`src/tfl_pkg.sv`:
```
// Shared widths, types and codes for the thermistor filter and linearizer.
package tfl_pkg;

	// Data widths fixed by the interface
	localparam int ADC_W        = 12;
	localparam int PT_ADC_W     = 13;
	localparam int TEMP_W       = 18;
	localparam int ENTRY_IDX_W  = 5;
	localparam int GAIN_W       = 16;
	localparam int LIMIT_W      = 16;
	localparam int POINTS_W     = 5;
	localparam int CFG_DATA_W   = 16;
	localparam int CFG_IDX_W    = 2;

	// Table and level format
	localparam int TABLE_POINTS        = 24;
	localparam int LEVEL_FRACTION_BITS = 16;
	localparam int ADDR_W              = $clog2(TABLE_POINTS);
	localparam int LEVEL_W             = ADC_W + LEVEL_FRACTION_BITS;
	localparam int PT_X_W              = PT_ADC_W + LEVEL_FRACTION_BITS;

	// Low-pass datapath
	localparam int FPROD_W = LEVEL_W + 1 + GAIN_W + 1;
	localparam int DELTA_W = FPROD_W - GAIN_W;
	localparam int FSUM_W  = DELTA_W + 1;

	// Interpolation datapath
	localparam int PA_W   = TEMP_W + PT_ADC_W + 1;
	localparam int NUM_W  = TEMP_W + 1 + LEVEL_W + 1;
	localparam int DVD_W  = NUM_W - 1 - LEVEL_FRACTION_BITS;
	localparam int DCNT_W = $clog2(DVD_W + 1);

	// Register reset values
	localparam logic [GAIN_W-1:0]   GAIN_RESET   = GAIN_W'(6554);
	localparam logic [LIMIT_W-1:0]  LIMIT_RESET  = LIMIT_W'(2000);
	localparam logic [POINTS_W-1:0] POINTS_RESET = POINTS_W'(24);

	// Register indexes
	localparam logic [CFG_IDX_W-1:0] CFG_FILTER_GAIN      = 2'd0;
	localparam logic [CFG_IDX_W-1:0] CFG_DECIMATION_LIMIT = 2'd1;
	localparam logic [CFG_IDX_W-1:0] CFG_POINTS_IN_USE    = 2'd2;

	// Input word modes
	localparam logic MODE_SAMPLE = 1'b0;
	localparam logic MODE_TABLE  = 1'b1;

	typedef struct packed {
		logic [PT_ADC_W-1:0]      adc;
		logic signed [TEMP_W-1:0] temp;
	} entry_t;

	typedef struct packed {
		logic busy;
		logic done;
	} div_status_t;

endpackage

```
`src/thermistor_filter_linearizer.sv`:
```
// Sequence: a table word is written on acceptance; a sample word updates the level
// in S_FILT; an emitting sample reads the n points in use, then divides unless the
// result needs no division. One word at a time; the 31-step divider and one RAM
// read per table point set the emitting-sample time, the output register lets the
// next word enter. Reset: gain 6554, limit 2000, points 24, level and tick count
// zero; the table RAM is not cleared and holds whatever it held until written.
module thermistor_filter_linearizer (
	input  logic                                  clk,
	input  logic                                  arst_n,
	// configuration writes
	input  logic                                  cfg_we,
	input  logic [tfl_pkg::CFG_IDX_W-1:0]         cfg_index,
	input  logic [tfl_pkg::CFG_DATA_W-1:0]        cfg_data,
	// input words
	input  logic                                  in_valid,
	output logic                                  in_stall,
	input  logic                                  mode,
	input  logic [tfl_pkg::ADC_W-1:0]             adc_sample,
	input  logic [tfl_pkg::ENTRY_IDX_W-1:0]       entry_index,
	input  logic [tfl_pkg::PT_ADC_W-1:0]          entry_adc,
	input  logic signed [tfl_pkg::TEMP_W-1:0]     entry_temp,
	// result words
	output logic                                  out_valid,
	input  logic                                  out_stall,
	output logic signed [tfl_pkg::TEMP_W-1:0]     temperature,
	output logic [tfl_pkg::ADC_W-1:0]             filtered_adc
);

	localparam int FB  = tfl_pkg::LEVEL_FRACTION_BITS;
	localparam int LW  = tfl_pkg::LEVEL_W;
	localparam int XW  = tfl_pkg::PT_X_W;
	localparam int AW  = tfl_pkg::ADDR_W;
	localparam int TW  = tfl_pkg::TEMP_W;
	localparam int PAW = tfl_pkg::PT_ADC_W;
	localparam int NW  = tfl_pkg::NUM_W;

	// Sequencer. One-hot codes.
	typedef enum logic [9:0] {
		S_IDLE  = 10'b00_0000_0001,  // waiting for a word
		S_FILT  = 10'b00_0000_0010,  // filter add/saturate, tick count
		S_READ  = 10'b00_0000_0100,  // issue table reads 0..n-1
		S_DRAIN = 10'b00_0000_1000,  // last read data returns
		S_SETUP = 10'b00_0001_0000,  // pick segment and operands
		S_MUL   = 10'b00_0010_0000,  // two products
		S_SUM   = 10'b00_0100_0000,  // numerator
		S_DIVST = 10'b00_1000_0000,  // magnitude, launch divider
		S_DIV   = 10'b01_0000_0000,  // wait for quotient
		S_OUT   = 10'b10_0000_0000   // load output register
	} state_t;

	state_t state_q;

	// configuration registers
	logic [tfl_pkg::GAIN_W-1:0]   gain_q;
	logic [tfl_pkg::LIMIT_W-1:0]  limit_q;
	logic [tfl_pkg::POINTS_W-1:0] points_q;
	logic [AW-1:0]                last_idx;

	logic                         accept;
	logic                         tab_we;
	logic                         sample_load;
	logic [LW-1:0]                level;
	logic [tfl_pkg::LIMIT_W-1:0]  tick_q;

	// table RAM
	logic [AW-1:0]                addr_q;
	tfl_pkg::entry_t              wr_entry;
	tfl_pkg::entry_t              rd_data;
	logic                         rd_valid_s1;
	logic                         rd_first_s1;

	// search results
	logic [PAW-1:0]               adc0_q;
	logic signed [TW-1:0]         temp0_q;
	logic [PAW-1:0]               prev_adc_q;
	logic signed [TW-1:0]         prev_temp_q;
	logic [PAW-1:0]               seg_lo_adc_q;
	logic signed [TW-1:0]         seg_lo_temp_q;
	logic [PAW-1:0]               seg_hi_adc_q;
	logic signed [TW-1:0]         seg_hi_temp_q;
	logic                         seg_hit_q;

	logic [XW-1:0]                x_ext;
	logic [XW-1:0]                cur_pt;
	logic [XW-1:0]                prev_pt;
	logic [XW-1:0]                first_pt;
	logic [XW-1:0]                seg_lo_pt;

	// interpolation operands
	logic signed [TW-1:0]         ylo_q;
	logic signed [TW:0]           dy_q;
	logic [LW-1:0]                dx_q;
	logic [PAW-1:0]               da_q;
	logic                         direct_q;
	logic [TW-1:0]                direct_val_q;
	logic signed [tfl_pkg::PA_W-1:0] pa_q;
	logic signed [NW-1:0]         pb_q;
	logic signed [NW-1:0]         num_q;
	logic                         neg_q;
	logic [NW-1:0]                mag;
	logic [TW-1:0]                quo_t;

	logic                         div_start;
	tfl_pkg::div_status_t         div_status;
	logic [tfl_pkg::DVD_W-1:0]    div_quotient;

	logic [TW-1:0]                result_q;
	logic                         out_valid_q;
	logic [TW-1:0]                temp_out_q;
	logic [tfl_pkg::ADC_W-1:0]    adc_out_q;
	logic                         out_free;

	// ------------------------------------------------------------------
	// Configuration port
	// ------------------------------------------------------------------
	always_ff @(posedge clk or negedge arst_n) begin
		if (!arst_n) begin
			gain_q   <= tfl_pkg::GAIN_RESET;
			limit_q  <= tfl_pkg::LIMIT_RESET;
			points_q <= tfl_pkg::POINTS_RESET;
		end else if (cfg_we) begin
			unique case (cfg_index)
				tfl_pkg::CFG_FILTER_GAIN: begin
					gain_q <= cfg_data[tfl_pkg::GAIN_W-1:0];
				end
				tfl_pkg::CFG_DECIMATION_LIMIT: begin
					limit_q <= cfg_data[tfl_pkg::LIMIT_W-1:0];
				end
				tfl_pkg::CFG_POINTS_IN_USE: begin
					points_q <= cfg_data[tfl_pkg::POINTS_W-1:0];
				end
				default: begin
				end
			endcase
		end
	end

	// points in use clamped to [2, TABLE_POINTS]; index of the last one
	always_comb begin
		if (int'(points_q) < 2) begin
			last_idx = AW'(1);
		end else if (int'(points_q) > tfl_pkg::TABLE_POINTS) begin
			last_idx = AW'(tfl_pkg::TABLE_POINTS - 1);
		end else begin
			last_idx = AW'(points_q - 1'b1);
		end
	end

	// ------------------------------------------------------------------
	// Input side: one word at a time, taken only in S_IDLE
	// ------------------------------------------------------------------
	assign in_stall    = (state_q != S_IDLE);
	assign accept      = in_valid && !in_stall;
	assign sample_load = accept && (mode == tfl_pkg::MODE_SAMPLE);
	// writes past the table end are dropped
	assign tab_we      = accept && (mode == tfl_pkg::MODE_TABLE)
	                     && (int'(entry_index) < tfl_pkg::TABLE_POINTS);

	assign wr_entry.adc  = entry_adc;
	assign wr_entry.temp = entry_temp;

	tfl_table_ram u_table (
		.clk   (clk),
		.we    (tab_we),
		.waddr (entry_index[AW-1:0]),
		.wdata (wr_entry),
		.raddr (addr_q),
		.rdata (rd_data)
	);

	// Level update: product registered on accept, level written in S_FILT.
	tfl_filter u_filter (
		.clk    (clk),
		.arst_n (arst_n),
		.load   (sample_load),
		.sample (adc_sample),
		.gain   (gain_q),
		.level  (level)
	);

	// ------------------------------------------------------------------
	// Segment search. Read data for entry k arrives in the cycle after its
	// address; each pair (k-1, k) that brackets the level overwrites the
	// stored segment, so the last bracketing segment in table order wins.
	// After the sweep prev_* holds the last point in use.
	// ------------------------------------------------------------------
	assign x_ext     = XW'(level);
	assign cur_pt    = {rd_data.adc, {FB{1'b0}}};
	assign prev_pt   = {prev_adc_q, {FB{1'b0}}};
	assign first_pt  = {adc0_q, {FB{1'b0}}};
	assign seg_lo_pt = {seg_lo_adc_q, {FB{1'b0}}};

	always_ff @(posedge clk or negedge arst_n) begin
		if (!arst_n) begin
			rd_valid_s1 <= 1'b0;
			seg_hit_q   <= 1'b0;
		end else begin
			rd_valid_s1 <= (state_q == S_READ);
			if (state_q == S_FILT) begin
				seg_hit_q <= 1'b0;
			end else if (rd_valid_s1 && !rd_first_s1 && x_ext > prev_pt
			             && x_ext <= cur_pt) begin
				seg_hit_q <= 1'b1;
			end
		end
	end

	always_ff @(posedge clk) begin
		rd_first_s1 <= (addr_q == '0);
		if (rd_valid_s1) begin
			prev_adc_q  <= rd_data.adc;
			prev_temp_q <= rd_data.temp;
			if (rd_first_s1) begin
				adc0_q  <= rd_data.adc;
				temp0_q <= rd_data.temp;
			end else if (x_ext > prev_pt && x_ext <= cur_pt) begin
				seg_lo_adc_q  <= prev_adc_q;
				seg_lo_temp_q <= prev_temp_q;
				seg_hi_adc_q  <= rd_data.adc;
				seg_hi_temp_q <= rd_data.temp;
			end
		end
	end

	// ------------------------------------------------------------------
	// Interpolation: (ylo*span + dy*dx) / span, truncated toward zero.
	// span = da << FB, so |num| >> FB divided by da gives the same quotient.
	// ------------------------------------------------------------------
	assign mag       = num_q[NW-1] ? NW'(-num_q) : NW'(num_q);
	assign div_start = (state_q == S_DIVST);
	assign quo_t     = div_quotient[TW-1:0];

	tfl_divider u_divider (
		.clk      (clk),
		.arst_n   (arst_n),
		.start    (div_start),
		.dividend (mag[NW-2:FB]),
		.divisor  (da_q),
		.status   (div_status),
		.quotient (div_quotient)
	);

	always_ff @(posedge clk) begin
		unique case (state_q)
			S_SETUP: begin
				priority if (x_ext <= first_pt) begin
					// between the origin and the first point; a first point at
					// zero ADC gives the origin's temperature
					ylo_q        <= '0;
					dy_q         <= (TW+1)'(temp0_q);
					dx_q         <= level;
					da_q         <= adc0_q;
					direct_q     <= (adc0_q == '0);
					direct_val_q <= '0;
				end else if (x_ext > prev_pt) begin
					// above the last point: clamp
					direct_q     <= 1'b1;
					direct_val_q <= prev_temp_q;
				end else if (seg_hit_q) begin
					ylo_q    <= seg_lo_temp_q;
					dy_q     <= (TW+1)'(seg_hi_temp_q) - (TW+1)'(seg_lo_temp_q);
					dx_q     <= LW'(x_ext - seg_lo_pt);
					da_q     <= seg_hi_adc_q - seg_lo_adc_q;
					direct_q <= 1'b0;
				end else begin
					// table not monotonic, nothing brackets the level
					direct_q     <= 1'b1;
					direct_val_q <= '0;
				end
			end
			S_MUL: begin
				pa_q <= ylo_q * $signed({1'b0, da_q});
				pb_q <= dy_q * $signed({1'b0, dx_q});
			end
			S_SUM: begin
				num_q <= (NW'(pa_q) <<< FB) + pb_q;
			end
			S_DIVST: begin
				neg_q <= num_q[NW-1];
			end
			default: begin
			end
		endcase
	end

	always_ff @(posedge clk) begin
		if (state_q == S_MUL && direct_q) begin
			result_q <= direct_val_q;
		end else if (state_q == S_DIV && div_status.done) begin
			result_q <= neg_q ? (~quo_t + 1'b1) : quo_t;
		end
	end

	// ------------------------------------------------------------------
	// Sequencer, tick counter and table read address
	// ------------------------------------------------------------------
	always_ff @(posedge clk or negedge arst_n) begin
		if (!arst_n) begin
			state_q <= S_IDLE;
			tick_q  <= '0;
			addr_q  <= '0;
		end else begin
			unique case (state_q)
				S_IDLE: begin
					if (sample_load) begin
						state_q <= S_FILT;
					end
				end
				S_FILT: begin
					// count compared before its increment; 16-bit wrap
					if (tick_q > limit_q) begin
						tick_q  <= '0;
						addr_q  <= '0;
						state_q <= S_READ;
					end else begin
						tick_q  <= tick_q + 1'b1;
						state_q <= S_IDLE;
					end
				end
				S_READ: begin
					if (addr_q == last_idx) begin
						state_q <= S_DRAIN;
					end else begin
						addr_q <= addr_q + 1'b1;
					end
				end
				S_DRAIN: begin
					state_q <= S_SETUP;
				end
				S_SETUP: begin
					state_q <= S_MUL;
				end
				S_MUL: begin
					state_q <= direct_q ? S_OUT : S_SUM;
				end
				S_SUM: begin
					state_q <= S_DIVST;
				end
				S_DIVST: begin
					state_q <= S_DIV;
				end
				S_DIV: begin
					if (div_status.done) begin
						state_q <= S_OUT;
					end
				end
				S_OUT: begin
					if (out_free) begin
						state_q <= S_IDLE;
					end
				end
				default: begin
					state_q <= S_IDLE;
				end
			endcase
		end
	end

	// ------------------------------------------------------------------
	// Output register: holds one finished word while input continues
	// ------------------------------------------------------------------
	assign out_free = !out_valid_q || !out_stall;

	always_ff @(posedge clk or negedge arst_n) begin
		if (!arst_n) begin
			out_valid_q <= 1'b0;
		end else if (state_q == S_OUT && out_free) begin
			out_valid_q <= 1'b1;
		end else if (!out_stall) begin
			out_valid_q <= 1'b0;
		end
	end

	always_ff @(posedge clk) begin
		if (state_q == S_OUT && out_free) begin
			temp_out_q <= result_q;
			adc_out_q  <= level[LW-1:FB];
		end
	end

	assign out_valid    = out_valid_q;
	assign temperature  = $signed(temp_out_q);
	assign filtered_adc = adc_out_q;

endmodule

```
`src/tfl_table_ram.sv`:
```
// Calibration table RAM: one write port, one read port, registered read data.
module tfl_table_ram (
	input  logic                       clk,
	input  logic                       we,
	input  logic [tfl_pkg::ADDR_W-1:0] waddr,
	input  tfl_pkg::entry_t            wdata,
	input  logic [tfl_pkg::ADDR_W-1:0] raddr,
	output tfl_pkg::entry_t            rdata
);

	tfl_pkg::entry_t mem [tfl_pkg::TABLE_POINTS];

	always_ff @(posedge clk) begin
		if (we) begin
			mem[waddr] <= wdata;
		end
	end

	always_ff @(posedge clk) begin
		rdata <= mem[raddr];
	end

endmodule

```
`src/tfl_filter.sv`:
```
// First-order low-pass level: multiply stage, then add and saturate.
module tfl_filter (
	input  logic                        clk,
	input  logic                        arst_n,
	input  logic                        load,
	input  logic [tfl_pkg::ADC_W-1:0]   sample,
	input  logic [tfl_pkg::GAIN_W-1:0]  gain,
	output logic [tfl_pkg::LEVEL_W-1:0] level
);

	localparam int LW = tfl_pkg::LEVEL_W;
	localparam int FB = tfl_pkg::LEVEL_FRACTION_BITS;
	localparam int PW = tfl_pkg::FPROD_W;
	localparam int GW = tfl_pkg::GAIN_W;
	localparam int SW = tfl_pkg::FSUM_W;

	logic [LW-1:0]             level_q;
	logic signed [LW:0]        diff;
	logic signed [PW-1:0]      prod_s1;
	logic                      step_s1;
	logic signed [PW-1:0]      biased;
	logic signed [PW-GW-1:0]   delta;
	logic signed [SW-1:0]      sum;
	logic [LW-1:0]             level_next;

	assign diff = $signed({1'b0, sample, {FB{1'b0}}}) - $signed({1'b0, level_q});

	always_ff @(posedge clk) begin
		if (load) begin
			prod_s1 <= diff * $signed({1'b0, gain});
		end
	end

	always_ff @(posedge clk or negedge arst_n) begin
		if (!arst_n) begin
			step_s1 <= 1'b0;
		end else begin
			step_s1 <= load;
		end
	end

	// divide by 2^GAIN_W, truncating toward zero
	always_comb begin
		biased = prod_s1 + $signed({{(PW-GW){1'b0}}, {GW{prod_s1[PW-1]}}});
		delta  = biased[PW-1:GW];
		sum    = SW'(delta) + $signed({{(SW-LW){1'b0}}, level_q});
		if (sum[SW-1]) begin
			level_next = '0;
		end else if (sum > $signed({{(SW-LW){1'b0}}, {LW{1'b1}}})) begin
			level_next = {LW{1'b1}};
		end else begin
			level_next = sum[LW-1:0];
		end
	end

	always_ff @(posedge clk or negedge arst_n) begin
		if (!arst_n) begin
			level_q <= '0;
		end else if (step_s1) begin
			level_q <= level_next;
		end
	end

	assign level = level_q;

endmodule

```
`src/tfl_divider.sv`:
```
// Restoring divider, one quotient bit per cycle, unsigned operands.
module tfl_divider (
	input  logic                         clk,
	input  logic                         arst_n,
	input  logic                         start,
	input  logic [tfl_pkg::DVD_W-1:0]    dividend,
	input  logic [tfl_pkg::PT_ADC_W-1:0] divisor,
	output tfl_pkg::div_status_t         status,
	output logic [tfl_pkg::DVD_W-1:0]    quotient
);

	localparam int QW = tfl_pkg::DVD_W;
	localparam int DW = tfl_pkg::PT_ADC_W;
	localparam int CW = tfl_pkg::DCNT_W;

	logic [CW-1:0]  cnt_q;
	logic           done_q;
	logic [QW-1:0]  quo_q;
	logic [DW-1:0]  rem_q;
	logic [DW-1:0]  dvs_q;
	logic [DW:0]    trial;
	logic [DW:0]    diff;
	logic           fits;

	assign trial = {rem_q, quo_q[QW-1]};
	assign diff  = trial - {1'b0, dvs_q};
	assign fits  = trial >= {1'b0, dvs_q};

	always_ff @(posedge clk or negedge arst_n) begin
		if (!arst_n) begin
			cnt_q  <= '0;
			done_q <= 1'b0;
		end else begin
			done_q <= (cnt_q == CW'(1));
			if (start) begin
				cnt_q <= CW'(QW);
			end else if (cnt_q != '0) begin
				cnt_q <= cnt_q - 1'b1;
			end
		end
	end

	always_ff @(posedge clk) begin
		if (start) begin
			quo_q <= dividend;
			rem_q <= '0;
			dvs_q <= divisor;
		end else if (cnt_q != '0) begin
			quo_q <= {quo_q[QW-2:0], fits};
			rem_q <= fits ? diff[DW-1:0] : trial[DW-1:0];
		end
	end

	assign status.busy = (cnt_q != '0);
	assign status.done = done_q;
	assign quotient    = quo_q;

endmodule

```
`config.mk`:
```
export PLATFORM = sky130hd
export DESIGN_NAME = thermistor_filter_linearizer
export DESIGN_NICKNAME = d
export VERILOG_FILES = /design/src/tfl_pkg.sv /design/src/thermistor_filter_linearizer.sv /design/src/tfl_table_ram.sv /design/src/tfl_filter.sv /design/src/tfl_divider.sv
export SDC_FILE = /design/constraint.sdc
export NUM_CORES = 2
export LEC_CHECK = 0
export ABC_AREA = 1
export BUFFER_PORTS_ARGS = -buffer_cell sky130_fd_sc_hd__buf_2
export CAP_MARGIN = 10
export CORE_UTILIZATION = 45
export DETAILED_ROUTE_END_ITERATION = 16
export GPL_TIMING_DRIVEN = 0
export PLACE_DENSITY = 0.72
export SETUP_SLACK_MARGIN = 0.5
export SYNTH_ARGS = -nofsm -noshare
export SYNTH_HDL_FRONTEND = slang
export SYNTH_SLANG_ARGS = --single-unit
```
`constraint.sdc`:
```
create_clock -name clk -period 7.3 [get_ports clk]
set_input_delay 2.19 -clock clk [delete_from_list [all_inputs] [get_ports clk]]
set_output_delay 2.19 -clock clk [all_outputs]
set_load 0.02 [all_outputs]
```
==> reports/qor.yml <==
grt_usage_pct: 25.9
pre_cts_ws_ns: -2.21
grt_pass1_wl_mm: 467
syn-cell-area_um2: 106000
seqCellArea_um2: 40600
fillerInstances: 20500
route.detailed.drc: 0
antenna_found_initial: 9
cts_tree: "done"
synth_top_area_share_pct: 35.0
synth_edf_count: 1232
endpoint: "u_filter.prod_s1[45]"
cpMaxStageDelayCell: "fa_1"
hold_viol_final: 0
finalSetupViolations: 24
yosysWarnings: 0
ios: 104
cts_root_buffer: "clkbuf_16"
synth_cells: 11000
reg2reg_to: "u_filter.prod_s1[41]"
clk_pin_slew_ns: 0.07
worst_slack_ns: -0.745
start_kind: "input port"
wirelength_mm: 308
crit_top_cell: "fa_1"
wl_per_cell_um: 20.9
timing.critical_path.buf_inv: 8
path_class: "in2reg"
syn-num-nets: 12800
tightest_slew_ns: 1.09
postSynthAreaPerCell_um2: 9.57
worstPathArrival_ns: 8.57
timing.reg2reg.setup_slack_ns: -0.37
portBuffers: 103
via_per_inst: 5.44
critical-path-top-delay-family: "adder cells"
grt_pass1_vias: 79800
via_count: 80100
hp-class: "reg2reg"
core_um2: 233000
async_flop_share_pct: 7.66
r2r_start: "u_filter.level[17]"
finalSetupTns_ns: -10.91
h-tree-depth: 4
numCtsBuffers: 142
outcome: "finished, violations left"
insertion_delay_ns: 0.81
ant_nets: 0
die_w_um: 486
dp_hpwl_mm: 236
finalNonFillerCells: 14700
multiInputGateArea_um2: 58200
finalNetCount: 13200
drive_above_1_share_pct: 11.8
crit_path_start: "adc_sample[10]"
dieArea_um2: 237000
rows: 177
cts.path.max_buffers: 3
gp_congestion: 0.971
firstDrtPassIters: 8
yosysMostFrequentCell: "nand2_1"
area_growth_pct: 14.5
synth_cell_type_count: 68
cts_sinks: 1383
drv_cap: 0
start_util_pct: 45.3
ys.flop_type: "edfxtp_1"
dr.first_iter.drc_count: 8260
crit_path_end_kind: "register"
cts_hold_buf: 0
synthTopCellsByCount: "nand2_1 (2149), inv_1 (2119), edfxtp_1 (1232)"
die_h_um: 486
fmax_mhz: 124
crit_fanout: 8
ff2ff_path_depth: 33
drv_slew: 0
synth_top_area_cell: "edfxtp_1"
yosysSeqAreaShare_pct: 38.4
period_share_pct: 110
violations: "negative setup slack"
skew_ns: 0.0676
relSlewSlack_pct: 27.2
postLayoutCoreUtil_pct: 51.9
synth_seq_cells: 1383
grt-ovfl-total: 0
grt_max_degree: 82
rsz0062_at_grt: "yes"
dp_cells: 14300
required_ns: 7.82
cp.depth: 25
synthTopCellsByArea: "edfxtp_1 (35%), fa_1 (21%), nand2_1 (7.6%), inv_1 (7.5%), ha_1 (6.8%)"
critPathMaxStageDelay_ns: 0.59
fin_crit_ns: 8.05
cells by family (layout without fill, tap and decap cells):
group | Yosys count | count (layout) | share of synthesized area, %
buf+inv | 2567 | 3125 | 9.24
xor+xnor | 278 | 278 | 2.31
compound gates | 1406 | 1406 | 7.75
simple gates | 3717 | 3717 | 14.4
flops | 1383 | 1383 | 38.4
other cells | 0 | 3 | 0
fa+ha+maj | 1688 | 1688 | 27.9
flip-flops by register name, indices dropped and copies added (netlist names), 19 cells and up:
register and flops:
u_table.mem 744, num_q 48, pb_q 48, u_filter.prod_s1 46, pa_q 32, u_divider.quotient 31
u_table.rdata 31, dx_q 28, u_filter.level 28, dy_q 19
cell type report:
class	instances	share of cell area, %
Buffer	420	2.03
Multi-Input combinational cell	7089	48.1
Tap cell	3132	3.24
Antenna cell	3	0.00621
Clock inverter	79	0.759
Timing Repair Buffer	300	2.39
Inverter	2147	6.73
Clock buffer	179	3.15
Sequential cell	1383	33.6
cells in the final DEF (no fill, tap or decap), drive strengths merged, types with 46 or more instances in the layout:
cell type and instances:
nand4 61, nor2 993, clkinv 71, o221ai 101
o22ai 91, a31oi 53, xor2 173, nand2 2189
clkbuf 482, edfxtp 1232, nor3 71, xnor2 105
ha 570, fa 1118, or2 65, a21oi 306
dfrtp 90, o211ai 46, o21ai 653, inv 2141
buf 416, nand3 291
worst min path at each step:
stage | startpoint | endpoint | slack (ns) | cells past startpoint
global route | pb_q[15] | num_q[15] | 0.40 | 0
detailed placement | pb_q[3] | num_q[3] | 0.40 | 0
CTS | pb_q[15] | num_q[15] | 0.39 | 0
floorplan | pb_q[0] | num_q[0] | 0.40 | 0
finish | pb_q[15] | num_q[15] | 0.40 | 0
global placement | result_q[14] | temperature[14] | 0.40 | 0
routing by layer:
layer | GRT usage, % | routed length [µm]
met1 | 34.5 | 121000
met4 | 10.3 | 14000
met2 | 41.2 | 140000
met5 | 0 | 24
met3 | 5.58 | 32700
per-stage QoR:
stage               hold slack (ns)  area (µm²)
floorplan                     0.400      107000
global placement              0.401      111000
detailed placement            0.405      112000
CTS                           0.393      119000
global route                  0.402      121000
finish                        0.405      121000
repair_timing:
| action | CTS | global route |
|---|---|---|
| endpoints found under the setup margin | 73 | 68 |
| setup buffers | 92 | 51 |
| pin swaps | 98 | 116 |
| gates resized for setup | 466 | 393 |
| cloned | 1 | 1 |
Power is not shown: default switching activity piles up to over one toggle a cycle in this logic, so the estimate is an artifact.
